--- config.mk ---
export PLATFORM = sky130hd
export DESIGN_NAME = bitmap_code_allocator
export DESIGN_NICKNAME = d
export VERILOG_FILES = /design/src/hdl/bca_pkg.sv /design/src/hdl/bitmap_code_allocator.sv
export SDC_FILE = /design/constraint.sdc
export NUM_CORES = 2
export LEC_CHECK = 0
export BUFFER_PORTS_ARGS = -buffer_cell sky130_fd_sc_hd__buf_2
export CAP_MARGIN = 20
export CORE_UTILIZATION = 30
export CTS_CLUSTER_SIZE = 20
export DETAILED_ROUTE_END_ITERATION = 8
export SLEW_MARGIN = 20
export SYNTH_ARGS = -nofsm -noshare
export SYNTH_HDL_FRONTEND = slang
export SYNTH_SLANG_ARGS = --single-unit
--- constraint.sdc ---
create_clock -name aclk -period 8.4 [get_ports aclk]
set_input_delay 0.42 -clock aclk [delete_from_list [all_inputs] [get_ports aclk]]
set_output_delay 0.42 -clock aclk [all_outputs]
set_load 0.05 [all_outputs]
--- src/hdl/bca_pkg.sv ---
// ----------------------------------------------------------------------------
// bca_pkg - shared types and constants of the bitmap code allocator
// Command and status codes, map geometry, sequencer control words and the
// microprogram.
// ----------------------------------------------------------------------------
`default_nettype none

package bca_pkg;

    // map geometry: 1024 codes, 128 rows of 8 bits, 8 groups of 16 rows
    localparam int CODE_W         = 10;
    localparam int BITS_PER_ROW   = 8;
    localparam int BIT_W          = 3;
    localparam int MAP_ROWS       = 128;
    localparam int ROW_W          = 7;
    localparam int ROWS_PER_GROUP = 16;
    localparam int IDX_W          = 4;
    localparam int GROUPS         = 8;
    localparam int GRP_W          = 3;

    localparam int S_TDATA_W = 16;  // cmd(2) code(10) pad(4)
    localparam int M_TDATA_W = 16;  // was_reserved(1) code_out(10) status(2) pad(3)

    localparam logic [BITS_PER_ROW-1:0] FULL_ROW = '1;

    typedef enum logic [1:0] {
        CMD_QUERY    = 2'd0,
        CMD_RESERVE  = 2'd1,
        CMD_FREE     = 2'd2,
        CMD_ALLOCATE = 2'd3
    } cmd_t;

    typedef enum logic [1:0] {
        ST_OK           = 2'd0,
        ST_ALREADY      = 2'd1,
        ST_NOT_RESERVED = 2'd2,
        ST_FULL         = 2'd3
    } status_t;

    // sequencer step addresses
    typedef logic [1:0] step_t;
    localparam step_t STEP_FETCH = 2'd0;
    localparam step_t STEP_CODE  = 2'd1;
    localparam step_t STEP_ROW   = 2'd2;
    localparam step_t STEP_PICK  = 2'd3;

    typedef enum logic [1:0] {
        JC_WAIT_IN  = 2'd0,   // hold until an input transfer
        JC_NEXT     = 2'd1,   // fall through
        JC_RESFREE  = 2'd2,   // jump to target on reserve or free
        JC_ALWAYS   = 2'd3    // unconditional jump to target
    } jump_t;

    typedef struct packed {
        logic  rd_code;     // read the row of the incoming code
        logic  cap_code;    // take bit of code, update map for reserve/free
        logic  grp_search;  // find first group with a free row
        logic  rd_free;     // find first free row in group, read it
        logic  pick;        // find free bit, allocate on allocate, load result
        jump_t jump;
        step_t target;
    } ucode_t;

    function automatic ucode_t ucode_rom(input step_t step);
        ucode_t cw;
        cw = '0;
        case (step)
            STEP_FETCH: begin
                cw.rd_code = 1'b1;
                cw.jump    = JC_WAIT_IN;
                cw.target  = STEP_FETCH;
            end
            STEP_CODE: begin
                cw.cap_code   = 1'b1;
                cw.grp_search = 1'b1;
                cw.jump       = JC_RESFREE;
                cw.target     = STEP_FETCH;
            end
            STEP_ROW: begin
                cw.rd_free = 1'b1;
                cw.jump    = JC_NEXT;
                cw.target  = STEP_FETCH;
            end
            STEP_PICK: begin
                cw.pick   = 1'b1;
                cw.jump   = JC_ALWAYS;
                cw.target = STEP_FETCH;
            end
            default: cw = '0;
        endcase
        return cw;
    endfunction

    // index of the lowest clear bit; 0 when none
    function automatic logic [BIT_W-1:0] first_zero8(input logic [7:0] v);
        logic [BIT_W-1:0] k;
        k = '0;
        for (int i = 7; i >= 0; i--) begin
            if (!v[i]) begin
                k = BIT_W'(i);
            end
        end
        return k;
    endfunction

    function automatic logic [IDX_W-1:0] first_zero16(input logic [15:0] v);
        logic [IDX_W-1:0] k;
        k = '0;
        for (int i = 15; i >= 0; i--) begin
            if (!v[i]) begin
                k = IDX_W'(i);
            end
        end
        return k;
    endfunction

endpackage

`default_nettype wire

--- src/hdl/bitmap_code_allocator.sv ---
// ----------------------------------------------------------------------------
// bitmap_code_allocator - 1024-code reservation map with lowest-free search
// Query, reserve, free and allocate commands over a cleared-at-reset bitmap,
// run by a four-step microprogram over one map memory.
// ----------------------------------------------------------------------------
// One command transfer in, one result transfer out. Reserve and free hold
// the sequencer for the fetch and code steps and load their result in the
// code step; query and allocate hold it for all four steps and load their
// result in the pick step: the map memory (128 rows of 8 bits, one port,
// registered read) is read once for the addressed code and once for the
// lowest free row, which a summary of per-row full flags (8 groups of 16
// rows) locates in two steps. A new command is taken once the previous
// result has been taken or is taken in the same cycle. No clearing pass
// is needed after reset: per-row valid flags make unwritten rows read as
// free.
`default_nettype none

module bitmap_code_allocator (
    input  wire logic                           aclk,
    input  wire logic                           aresetn,
    // s_tdata: [1:0] cmd, [11:2] code, [15:12] zero
    input  wire logic                           s_tvalid,
    output logic                                s_tready,
    input  wire logic [bca_pkg::S_TDATA_W-1:0]  s_tdata,
    // m_tdata: [0] was_reserved, [10:1] code_out, [12:11] status, [15:13] zero
    output logic                                m_tvalid,
    input  wire logic                           m_tready,
    output logic [bca_pkg::M_TDATA_W-1:0]       m_tdata
);

    // ---------------------------------------------------------------- state
    bca_pkg::step_t                       step_reg, step_next;
    bca_pkg::cmd_t                        cmd_reg, cmd_next;
    logic [bca_pkg::CODE_W-1:0]           code_reg, code_next;
    logic                                 was_reg, was_next;
    logic [bca_pkg::GRP_W-1:0]            grp_reg, grp_next;
    logic                                 all_full_reg, all_full_next;
    logic [bca_pkg::ROW_W-1:0]            free_row_reg, free_row_next;
    logic [bca_pkg::MAP_ROWS-1:0]         row_valid_reg, row_valid_next;
    logic [bca_pkg::MAP_ROWS-1:0]         row_full_reg, row_full_next;
    logic                                 m_tvalid_reg, m_tvalid_next;
    logic [bca_pkg::M_TDATA_W-1:0]        m_tdata_reg, m_tdata_next;

    // map memory
    logic [bca_pkg::BITS_PER_ROW-1:0]     map_mem [bca_pkg::MAP_ROWS];
    logic [bca_pkg::BITS_PER_ROW-1:0]     rd_data_reg;
    logic                                 rd_valid_reg;
    logic                                 mem_re, mem_we;
    logic [bca_pkg::ROW_W-1:0]            mem_ra, mem_wa;
    logic [bca_pkg::BITS_PER_ROW-1:0]     mem_wd;

    // ------------------------------------------------------------- datapath
    bca_pkg::ucode_t                      cw;
    logic                                 in_xfer, is_rf, out_load;
    logic [bca_pkg::BITS_PER_ROW-1:0]     row_byte, bit_mask, new_byte;
    logic [bca_pkg::GROUPS-1:0]           grp_full;
    logic [bca_pkg::ROWS_PER_GROUP-1:0]   grp_rows;
    logic [bca_pkg::BIT_W-1:0]            free_bit;
    bca_pkg::status_t                     res_status;
    logic [bca_pkg::CODE_W-1:0]           res_code;
    logic                                 res_was;

    assign cw       = bca_pkg::ucode_rom(step_reg);
    // ready in the fetch step while the result register is free or drains this cycle
    assign s_tready = cw.rd_code && (!m_tvalid_reg || m_tready);
    assign in_xfer  = s_tvalid && s_tready;
    assign is_rf    = (cmd_reg == bca_pkg::CMD_RESERVE) || (cmd_reg == bca_pkg::CMD_FREE);
    assign out_load = (cw.cap_code && is_rf) || cw.pick;

    // row contents as seen by the map: unwritten rows are all free
    assign row_byte = rd_valid_reg ? rd_data_reg : '0;
    assign bit_mask = bca_pkg::BITS_PER_ROW'(1) << code_reg[bca_pkg::BIT_W-1:0];
    assign free_bit = bca_pkg::first_zero8(row_byte);

    always_comb begin
        for (int g = 0; g < bca_pkg::GROUPS; g++) begin
            grp_full[g] = &row_full_reg[g*bca_pkg::ROWS_PER_GROUP +: bca_pkg::ROWS_PER_GROUP];
        end
    end

    assign grp_rows = row_full_reg[grp_reg*bca_pkg::ROWS_PER_GROUP +: bca_pkg::ROWS_PER_GROUP];

    always_comb begin
        step_next      = step_reg;
        cmd_next       = cmd_reg;
        code_next      = code_reg;
        was_next       = was_reg;
        grp_next       = grp_reg;
        all_full_next  = all_full_reg;
        free_row_next  = free_row_reg;
        row_valid_next = row_valid_reg;
        row_full_next  = row_full_reg;
        m_tvalid_next  = m_tvalid_reg;
        m_tdata_next   = m_tdata_reg;
        mem_re         = 1'b0;
        mem_ra         = '0;
        mem_we         = 1'b0;
        mem_wa         = code_reg[bca_pkg::CODE_W-1:bca_pkg::BIT_W];
        mem_wd         = '0;
        new_byte       = '0;
        res_was        = was_reg;
        res_code       = '0;
        res_status     = bca_pkg::ST_OK;

        if (m_tvalid_reg && m_tready) begin
            m_tvalid_next = 1'b0;
        end

        // fetch: take command, read the row of its code
        if (cw.rd_code && in_xfer) begin
            cmd_next  = bca_pkg::cmd_t'(s_tdata[1:0]);
            code_next = s_tdata[bca_pkg::CODE_W+1:2];
            mem_re    = 1'b1;
            mem_ra    = s_tdata[bca_pkg::CODE_W+1:bca_pkg::BIT_W+2];
        end

        // code row arrived: bit of code, reserve/free update
        if (cw.cap_code) begin
            res_was  = |(row_byte & bit_mask);
            was_next = res_was;
            if (cmd_reg == bca_pkg::CMD_RESERVE) begin
                if (res_was) begin
                    res_status = bca_pkg::ST_ALREADY;
                end else begin
                    new_byte = row_byte | bit_mask;
                    mem_we   = 1'b1;
                    mem_wd   = new_byte;
                    row_valid_next[mem_wa] = 1'b1;
                    row_full_next[mem_wa]  = (new_byte == bca_pkg::FULL_ROW);
                end
            end else if (cmd_reg == bca_pkg::CMD_FREE) begin
                if (!res_was) begin
                    res_status = bca_pkg::ST_NOT_RESERVED;
                end else begin
                    new_byte = row_byte & ~bit_mask;
                    mem_we   = 1'b1;
                    mem_wd   = new_byte;
                    row_valid_next[mem_wa] = 1'b1;
                    row_full_next[mem_wa]  = 1'b0;
                end
            end
        end

        // first group with a free row
        if (cw.grp_search) begin
            all_full_next = &grp_full;
            grp_next      = '0;
            for (int g = bca_pkg::GROUPS - 1; g >= 0; g--) begin
                if (!grp_full[g]) begin
                    grp_next = bca_pkg::GRP_W'(g);
                end
            end
        end

        // first free row inside that group
        if (cw.rd_free) begin
            free_row_next = {grp_reg, bca_pkg::first_zero16(grp_rows)};
            mem_re        = 1'b1;
            mem_ra        = {grp_reg, bca_pkg::first_zero16(grp_rows)};
        end

        // free row arrived: lowest free code, allocated on an allocate command
        if (cw.pick) begin
            if (all_full_reg) begin
                res_status = bca_pkg::ST_FULL;
            end else begin
                res_code = {free_row_reg, free_bit};
                if (cmd_reg == bca_pkg::CMD_ALLOCATE) begin
                    new_byte = row_byte | (bca_pkg::BITS_PER_ROW'(1) << free_bit);
                    mem_we   = 1'b1;
                    mem_wa   = free_row_reg;
                    mem_wd   = new_byte;
                    row_valid_next[free_row_reg] = 1'b1;
                    row_full_next[free_row_reg]  = (new_byte == bca_pkg::FULL_ROW);
                end
            end
            if (cmd_reg == bca_pkg::CMD_ALLOCATE) begin
                res_was = 1'b0;
            end
        end

        if (out_load) begin
            m_tvalid_next = 1'b1;
            m_tdata_next  = '0;
            m_tdata_next[0]                   = res_was;
            m_tdata_next[bca_pkg::CODE_W:1]   = res_code;
            m_tdata_next[bca_pkg::CODE_W+2:bca_pkg::CODE_W+1] = res_status;
        end

        // sequencer
        case (cw.jump)
            bca_pkg::JC_WAIT_IN: step_next = in_xfer ? step_reg + 2'd1 : step_reg;
            bca_pkg::JC_NEXT:    step_next = step_reg + 2'd1;
            bca_pkg::JC_RESFREE: step_next = is_rf ? cw.target : step_reg + 2'd1;
            bca_pkg::JC_ALWAYS:  step_next = cw.target;
            default:             step_next = bca_pkg::STEP_FETCH;
        endcase
    end

    // ---------------------------------------------------------- registers
    always_ff @(posedge aclk) begin
        if (!aresetn) begin
            step_reg      <= bca_pkg::STEP_FETCH;
            row_valid_reg <= '0;
            row_full_reg  <= '0;
            m_tvalid_reg  <= 1'b0;
            all_full_reg  <= 1'b0;
            rd_valid_reg  <= 1'b0;
        end else begin
            step_reg      <= step_next;
            row_valid_reg <= row_valid_next;
            row_full_reg  <= row_full_next;
            m_tvalid_reg  <= m_tvalid_next;
            all_full_reg  <= all_full_next;
            if (mem_re) begin
                rd_valid_reg <= row_valid_reg[mem_ra];
            end
        end
    end

    always_ff @(posedge aclk) begin
        cmd_reg      <= cmd_next;
        code_reg     <= code_next;
        was_reg      <= was_next;
        grp_reg      <= grp_next;
        free_row_reg <= free_row_next;
        m_tdata_reg  <= m_tdata_next;
    end

    // map memory: one write, one registered read
    always_ff @(posedge aclk) begin
        if (mem_we) begin
            map_mem[mem_wa] <= mem_wd;
        end
        if (mem_re) begin
            rd_data_reg <= map_mem[mem_ra];
        end
    end

    assign m_tvalid = m_tvalid_reg;
    assign m_tdata  = m_tdata_reg;

    // --------------------------------------------------------- assertions
    a_fetch_only: assert property (@(posedge aclk) disable iff (!aresetn)
        (s_tvalid && s_tready) |=> (step_reg == bca_pkg::STEP_CODE))
        else $error("command taken outside the fetch step");

    a_no_overrun: assert property (@(posedge aclk) disable iff (!aresetn)
        out_load |-> !m_tvalid_reg)
        else $error("result loaded over an untaken result");

    a_full_flags: assert property (@(posedge aclk) disable iff (!aresetn)
        (cw.pick && !all_full_reg) |-> (row_byte != bca_pkg::FULL_ROW))
        else $error("row summary says free but row is full");

    a_full_status: assert property (@(posedge aclk) disable iff (!aresetn)
        (m_tvalid_reg && (m_tdata_reg[bca_pkg::CODE_W+2:bca_pkg::CODE_W+1] == bca_pkg::ST_FULL))
        |-> (&row_full_reg))
        else $error("full status with a free row in the map");

endmodule

`default_nettype wire
==> reports/results.ini <==
[pwr]
p_per_area_nw_per_um2=229
p_sw_mw=4.56
vdd_drop_max_v=0.000226
switching_share_pct=28.9
power.total_mw=15.8
p_leak_nw=21.0
p_comb_share_pct=14.7
clkPwrFrac_pct=39.8
pwr-share-seq_pct=45.5
internal_power_mw=11.2

[sta]
min_period_over_period_pct=82.1
setup_slack_ns=1.50
setup_tns_ns=0
rsz0062_at_grt=false
maxSlewHeadroom_pct=15.3
slew_violations=0
finalHoldViolations=0
setup_viol=0
timing.fmax_ghz=0.145
whs_ns=0.160
min_period_ns=6.90
worstMarginPinSlew_ns=1.27
skew_ns=0.0421

[clocking]
cts_tree=done
cts_sinks=1329
clockBufferDepth=3
clock_latency_ns=0.82
path_clk_slew_ns=0.06
cts_root_buffer=clkbuf_16
htreeDepth=4
cts_made_buffers=141

[yosys]
yosys.area_share.simple_pct=16.1
yosys-top-cells-area=edfxtp_1 (52%), dfxtp_1 (8.6%), nand2_1 (4.4%), nor2_1 (3.9%), mux2i_1 (2.9%)
seq_area_frac_synth_pct=60.9
syn_area_per_cell_sq_um=11.0
syn_area_sq_um=61300
synth-xor-area-share_pct=0
synth-async-reset-ratio_pct=0
synth-seq-cells=1329
yosys.cell_types.count=86
synthTopCellsByCount=edfxtp_1 (1067), nand2_1 (719), nor2_1 (642)
yosysTopAreaCell=edfxtp_1
yosysTopAreaCellShare_pct=52.3
synthMostInstantiatedCell=edfxtp_1
synth_edf_count=1067
ys.flop_type=edfxtp_1
synth-compound-area-share_pct=14.9
synthCells=5553
synth.area.mux_share_pct=4.65
synth_top_family_by_area=simple AND/OR/NAND/NOR gates
yosys_warnings=0
synth_fa_ha_area_share_pct=0.163

[global_routing]
grt_pass1_vias=45200
grt_usage_pct=21.5
antenna_found_initial=8
grt_max_degree=130
grt_pass1_wl_mm=325
overflow=0

[routing]
wl_mm=229
drt_pass1_iterations=6
ant_nets=0
drt_iter0_drc=6699
vias=48900
routed_via_density=5.93
wl_per_cell_microns=27.8
drcViolationCount=0

[floorplanning]
start_util_pct=30.3
die_area_sq_um=206000
core_area_sq_um=203000
rows=165
io_pins=38
die_y_microns=454
die_w_microns=454

[setup_path]
critPathArrivalTime_ns=7.45
cpPeakStageDelay_ns=0.95
crit_path_top_delay_cell=edfxtp_1
critPathRequiredTime_ns=8.95
cp-start-kind=flop
crit_path_end_kind=flop
cp_cell_sequence=buf_4 -> buf_4 -> mux2_2 -> a211oi_1 -> o311ai_1 -> a21boi_4 -> buf_4 -> buf_4 -> o21ai_0 -> a21oi_1 -> o32ai_1 -> o32ai_1 -> a41oi_1 -> nor4_1
ff2ff_path_depth=14
worstPathMaxFanout=73
criticalPathCategory=flop to flop
cpMostUsedCell=buf_4

[placement]
gp_congestion=1.05
numPortBuffers=30
placedCellCount=7963
dpl.hpwl_mm=146
post-place-ws_ns=1.75

[layout]
drive_gt1_share_pct=9.33
layoutNonFillerInstCount=8237
largest_reg_flops=1024
nets=5475
syn_to_final_growth_pct=12.7
fillers=19900

[worst_hold_path]
hold_path_class=primary input to flop
hold_path_depth=3

[flow_run]
max-cap-violations=0

[status]
status=complete, no violations

==> critical path, delay by kind of cell (launching register included) <==
family	cells	cell delay (ns)
DFF	1	0.95
buffers and inverters	4	1.88
muxes	1	0.34
and+or+nand+nor	1	0.55
AOI/OAI and AO/OA	8	2.69
==> per-layer routing <==
metal	global-route usage, %	vias to the layer above	share of wire [%]
met3	5.56	658	11
met1	28.2	24200	39
met5	0	-	0.0057
met2	32.4	3151	44
met4	11.4	2	5.9
li1	-	20900	-
==> power groups by stage <==
stage / clock network (mW) / logic, mW / registers (mW)
detailed placement: 0 / 2.24 / 7.33
global route: 6.58 / 2.41 / 7.20
CTS: 6.34 / 2.25 / 7.19
floorplan: 0 / 1.36 / 7.32
global placement: 0 / 2.21 / 7.33
finish: 6.29 / 2.32 / 7.19
==> area by class of cell <==
class / instances / area, sq um / share of cell area, %
Antenna cell: 2 / 5.00 / 0.00725
Clock buffer: 183 / 3800 / 5.50
Clock inverter: 76 / 791 / 1.15
Inverter: 14 / 57.6 / 0.0834
Multi-Input combinational cell: 3773 / 22200 / 32.2
Sequential cell: 1329 / 37300 / 54.0
Tap cell: 2672 / 3340 / 4.84
Timing Repair Buffer: 188 / 1530 / 2.22
==> cell usage in the layout (no fill, tap or decap), drive strengths merged, types with 31 or more instances in the layout <==
master	n
o22ai	56
a221oi	69
nand2	719
o32ai	37
clkinv	60
nor3	201
a211oi	208
o221a	41
dfxtp	262
a211o	35
edfxtp	1067
nor2b	32
nand3	330
mux2i	179
nor2	643
clkbuf	183
mux4	38
o2111a	31
o21ai	303
a41oi	35
a21oi	246
nand4	41
buf	175
and3	171
o31a	31
==> cells by family (layout without fill, tap and decap cells) <==
logic type,after synthesis,after routing
mux,235,235
flops,1329,1329
buf+inv,453,461
fa+ha+maj,8,8
simple gates,2221,2221
compound gates,1306,1306
other cells,1,5
==> per-stage QoR <==
| step | area (sq um) | util (%) |
|---|---|---|
| 2_1_floorplan | 61300 | - |
| 3_5_place_dp | 64300 | 31.8 |
| 6_report | 69000 | 34.1 |
| 3_3_place_gp | 64300 | 31.7 |
| 4_1_cts | 69000 | 34.1 |
| 5_1_grt | 69000 | 34.1 |
==> path summary, 6_finish.rpt <==
| path | startpoint | endpoint | slack (ns) |
|---|---|---|---|
| max | grp_reg[1]$_SDFFCE_PN0P_ | rd_data_reg[0]$_DFFE_PP_ | 1.50 |
| min | aresetn | row_valid_reg[83]$_SDFF_PN0_ | 0.16 |
| max reg2reg | grp_reg[1]$_SDFFCE_PN0P_ | rd_data_reg[0]$_DFFE_PP_ | 1.50 |
| min reg2reg | was_reg$_DFF_P_ | was_reg$_DFF_P_ | 0.47 |
==> what timing repair did <==
action,4_1_cts,5_1_grt
endpoints found under the hold margin,13,0
gates resized for setup,0,0
hold buffers,13,0
setup buffers,0,0
Power figures use the tool's default switching activity.
